`src/rtl/hbd_pkg.sv`:
```
package hbd_pkg;

    localparam int WRAM_BYTES = 8192;
    localparam int WRAM_AW    = $clog2(WRAM_BYTES);
    localparam int HRAM_BYTES = 127;
    localparam int HRAM_AW    = $clog2(HRAM_BYTES);

    localparam logic [7:0] DMA_LENGTH      = 8'd160;
    localparam logic [1:0] DMA_START_DELAY = 2'd2;

    localparam logic [15:0] ADDR_VRAM     = 16'h8000;
    localparam logic [15:0] ADDR_XRAM     = 16'hA000;
    localparam logic [15:0] ADDR_WRAM     = 16'hC000;
    localparam logic [15:0] ADDR_OAM      = 16'hFE00;
    localparam logic [15:0] ADDR_IO       = 16'hFF00;
    localparam logic [15:0] ADDR_IF       = 16'hFF0F;
    localparam logic [15:0] ADDR_DMA      = 16'hFF46;
    localparam logic [15:0] ADDR_BOOT_OFF = 16'hFF50;
    localparam logic [15:0] ADDR_HRAM     = 16'hFF80;
    localparam logic [15:0] ADDR_IE       = 16'hFFFF;
    localparam logic [15:0] ADDR_BOOT_END = 16'h0100;

    localparam logic [7:0] IF_FORCED = 8'hE0;

    localparam logic       OP_READ  = 1'b0;
    localparam logic       OP_WRITE = 1'b1;

    localparam logic [1:0] SEL_INT  = 2'd0;
    localparam logic [1:0] SEL_BOOT = 2'd1;
    localparam logic [1:0] SEL_CART = 2'd2;

    typedef enum logic [1:0] {
        S_CLEAR,
        S_IDLE,
        S_READ
    } t_state;

    typedef enum logic [1:0] {
        SRC_REG,
        SRC_WRAM,
        SRC_HRAM
    } t_src;

    typedef struct packed {
        logic clear;
        logic accept;
        logic load;
    } t_cmd;

    typedef struct packed {
        logic clr_done;
    } t_status;

endpackage

```
`src/rtl/hbd_ctrl.sv`:
```
module hbd_ctrl import hbd_pkg::*; (
    input  logic    i_clk,
    input  logic    i_rst_n,
    input  logic    i_in_valid,
    input  logic    i_out_ready,
    input  t_status i_status,
    output logic    o_in_ready,
    output logic    o_out_valid,
    output t_cmd    o_cmd
);
    t_state r_state, n_state;
    logic   r_out_valid, n_out_valid;

    always_comb begin
        n_state = r_state;
        case (r_state)
            S_CLEAR: begin
                if (i_status.clr_done) begin
                    n_state = S_IDLE;
                end
            end
            S_IDLE: begin
                if (i_in_valid) begin
                    n_state = S_READ;
                end
            end
            S_READ: begin
                if (!r_out_valid || i_out_ready) begin
                    n_state = S_IDLE;
                end
            end
            default: n_state = S_CLEAR;
        endcase
    end

    always_comb begin
        o_cmd      = '0;
        o_in_ready = 1'b0;
        case (r_state)
            S_CLEAR: begin
                o_cmd.clear = 1'b1;
            end
            S_IDLE: begin
                o_in_ready   = 1'b1;
                o_cmd.accept = i_in_valid;
            end
            S_READ: begin
                o_cmd.load = !r_out_valid || i_out_ready;
            end
            default: o_cmd = '0;
        endcase
    end

    always_comb begin
        n_out_valid = r_out_valid;
        if (o_cmd.load) begin
            n_out_valid = 1'b1;
        end else if (i_out_ready) begin
            n_out_valid = 1'b0;
        end
    end

    always_ff @(posedge i_clk) begin
        if (!i_rst_n) begin
            r_state     <= S_CLEAR;
            r_out_valid <= 1'b0;
        end else begin
            r_state     <= n_state;
            r_out_valid <= n_out_valid;
        end
    end

    assign o_out_valid = r_out_valid;
endmodule

```
`config.mk`:
```
export PLATFORM = sky130hd
export DESIGN_NAME = hbd_ctrl
export DESIGN_NICKNAME = d
export VERILOG_FILES = /design/src/rtl/hbd_pkg.sv /design/src/rtl/hbd_ctrl.sv
export SDC_FILE = /design/constraint.sdc
export NUM_CORES = 1
export LEC_CHECK = 0
export BUFFER_PORTS_ARGS = -buffer_cell sky130_fd_sc_hd__buf_2
export CORE_AREA = 2 2 39 41
export CTS_CLUSTER_SIZE = 20
export DETAILED_ROUTE_END_ITERATION = 7
export DIE_AREA = 0 0 41 43
export HOLD_SLACK_MARGIN = 0.03
export SYNTH_ARGS = -nofsm -noshare
export SYNTH_HDL_FRONTEND = slang
export SYNTH_SLANG_ARGS = --single-unit
```
`constraint.sdc`:
```
create_clock -name i_clk -period 1.2 [get_ports i_clk]
set_clock_uncertainty 0.2 [all_clocks]
set_input_delay 0.12 -clock i_clk [delete_from_list [all_inputs] [get_ports i_clk]]
set_output_delay 0.12 -clock i_clk [all_outputs]
set_load 0.005 [all_outputs]
```
==> key figures <==
Run status
  • Outcome: finished, violations left
  • Failing checks: setup timing

Synthesis
  • Area of the mapped netlist: 150.1 um2
  • Yosys warns: 0
  • Top-area cell type share of the netlist area: ~40%
  • Top cells by area, synth: dfxtp_1 40%, nor2b_2 12%, o21a_1 10%, nor2_1 7.5%, and2_4 5.8%
  • Syn Nets: 21
  • Mean Syn Cell Area: about 9.4 um2
  • Leading area contributor after synthesis: dfxtp_1
  • Post-synthesis register bit count: 3
  • Mapped Cells: 16
  • Netlist cell types: 10
  • Register area share after synthesis: 40.00%

Power
  • Internal power: about 0.00027 W
  • P_sw: around 0.000076 W
  • Max VDD drop: 0.0002918 V
  • Power per cell area: 1244 nW/um2
  • Comb pwr share: between 10% and 20%
  • Total power: 0.0003454 W
  • Switch share: 21.89%
  • Pleak: ~0.13 nW
  • Seq pwr share: roughly 32%
  • Clock power share: 50.2%

Clocking
  • Clk Latency, worst-skew pair: 230 ps
  • Clk buf depth: 2
  • H-tree depth: 1
  • Inserted Clock Buffers: 3
  • Clk sinks: 3
  • CTS tree: done
  • Root buf cell: clkbuf_4
  • CTS clk-pin slew, worst paths: 40 ps

Worst setup path
  • Reg2reg start: r_state[0]$_SDFFE_PN0P_
  • RR Endpoint: r_state[0]$_SDFFE_PN0P_
  • Worst path arrival time: 930 ps
  • Largest stage delay on the critical path: 360 ps
  • Worst setup path class: reg2out
  • Max FO, Critical Path: 4
  • Startpoint Class: flop
  • Critical-path cell list: nor2b_4 > and2_4 > buf_6
  • Flop2flop setup slack: 70 ps
  • Worst endpoint required time: 880 ps
  • Crit. End Element: output pin
  • Reg2reg path depth: 4
  • Buffers and inverters on the worst path: 1
  • CP max stage cell: dfxtp_4
  • Crit-path leading delay family: flip-flops

Final layout
  • Finished Layout Cells: 46
  • Antenna Diode Count: 0
  • Nets: 36
  • Share of layout cells above drive strength 1: 63.33%
  • Cell area after layout: 277.8 um2
  • Area growth from synthesis to layout: 85.00%
  • Fill count: 165

Timing
  • Slew @ Worst Pin: 248.3 ps
  • Max Freq: 800.6 MHz
  • Hold Fails Final Rpt: 0
  • Final Setup Violations: 2
  • RSZ-0062 raised after global routing: true
  • Final WS setup: -49.03 ps
  • Crit share post-route: 104.1%
  • Slew HR: about 83%
  • Period minus WS final: 1249 ps
  • Fin. max-slew vios: 0

Floorplan
  • Die Footprint: about 1800 um2
  • Initial Util: 10.85%
  • Core Footprint: 1384 um2
  • Ports: 10
  • Die X: 41 um
  • Num rows: 14
  • Die Y: 43 um

Run
  • Max_cap viols: 0

Global routing
  • Global route overflow: 0
  • Largest net degree at the start of global routing: 5
  • First-pass GRT wire length: 579 um
  • Total track usage: under 10%
  • Initial antenna violation count: 0
  • Number of global-route vias before repair: 176

Worst hold path
  • Hold WC Path Type: in2reg
  • Hold path start: i_out_ready
  • Hold Path Depth: 3
  • Hold endpoint: o_out_valid$_SDFFE_PN0P_

Placement
  • Placed Instance Area: 207.7 um2
  • IO Port Bufs: 9
  • Dpl ws: 73.28 ps
  • Placed cell count: 40
  • Placer Congestion: a little under 0.6

Drt
  • Drt initial violations: 2
  • Routed vias/inst: 3.370
  • DRT Pass-1 Iters: 2
  • WL/cell: 7.761 um
  • Drt drc: 0
  • Post-DRT Antenna Nets: 0
  • Total vias in the final route: 155
  • Routed WL: 357 um
cell type report:
| cell class | instances | area [um2] | area share (%) |
|---|---|---|---|
| Sequential cell | 3 | 65.06 | 23.42 |
| Multi-Input combinational cell | 12 | 97.59 | 35.14 |
| Tap cell | 16 | 20.02 | 7.207 |
| Timing Repair Buffer | 11 | 68.82 | 24.77 |
| Clock buffer | 4 | 26.28 | 9.459 |
per-stage QoR:
step,util [%],hold WS [ps],setup TNS (ps)
after global placement,15.01,168.6,0
after floorplan,-,37.50,0
after global routing,20.07,61.36,-216.6
after detailed placement,15.01,166.4,0
final,20.07,36.33,-79.27
after CTS,19.53,21.30,-134.6
layer usage:
metal	vias up	wire, um	GRT usage (%)
li1	80	-	-
met1	71	112	3.859
met2	4	214	8.125
met3	0	31	3.141
met4	0	0	8.000
met5	-	0	0
registers in the layout, summed over array words and instances (netlist names):
name / cells
o_out_valid: 1
r_state: 2
worst min-delay path, delay by kind of cell:
family / cells / cell delay [ps]
AND/OR/NAND/NOR: 1 / 130
AO/OA/AOI/OAI: 1 / 90
buffers and inverters: 1 / 70
kinds of logic (layout without fill, tap and decap cells):
family / Yosys count / after routing / synth area share (%)
buf+inv: 1 / 15 / 5.002
flops: 3 / 3 / 40.00
simple gates: 8 / 8 / 35.01
compound gates: 4 / 4 / 20.00
synth_stat cells (all sizes together):
| cell type | number |
|---|---|
| buf | 1 |
| o21a | 2 |
| dfxtp | 3 |
| a211oi | 1 |
| a21boi | 1 |
| nor2b | 2 |
| nor2 | 3 |
| nand2b | 2 |
| and2 | 1 |
worst max-delay path by stage:
stage	to	from	depth (start not counted)	slack, ps
2_1_floorplan	r_state[1]$_SDFFE_PN0P_	r_state[0]$_SDFFE_PN0P_	3	90
3_3_place_gp	r_state[1]$_SDFFE_PN0P_	r_state[0]$_SDFFE_PN0P_	3	90
3_5_place_dp	r_state[1]$_SDFFE_PN0P_	r_state[0]$_SDFFE_PN0P_	3	70
4_1_cts	o_cmd[1]	r_state[0]$_SDFFE_PN0P_	3	-60
5_1_grt	o_cmd[1]	r_state[1]$_SDFFE_PN0P_	3	-90
6_report	o_cmd[1]	r_state[1]$_SDFFE_PN0P_	3	-50
power by group through the flow:
stage	Clock (W)	Combinational [W]	Sequential, W
finish	0.000173	0.0000609	0.000111
CTS	0.000184	0.0000602	0.000113
floorplan	0	0.0000250	0.000112
global placement	0	0.0000442	0.000113
detailed placement	0	0.0000447	0.000113
global route	0.000190	0.0000670	0.000112
cell usage in the layout (no fill, tap or decap), drive strengths merged:
cell type | netlist | routed
nand2b | 2 | 2
nor2b | 2 | 2
clkbuf | 0 | 4
o21a | 2 | 2
a21boi | 1 | 1
dfxtp | 3 | 3
nor2 | 3 | 3
dlygate4sd3 | 0 | 1
a211oi | 1 | 1
buf | 1 | 10
and2 | 1 | 1
what timing repair did:
action / 4_1_cts / 5_1_grt
resized for setup: 5 / 2
hold endpoints to repair: 3 / 0
hold buffers: 1 / 0
setup endpoints to repair: 3 / 4
pin swaps: 1 / 0
buffers inserted: 1 / 0
No activity file was read; power rests on OpenSTA's default activity.
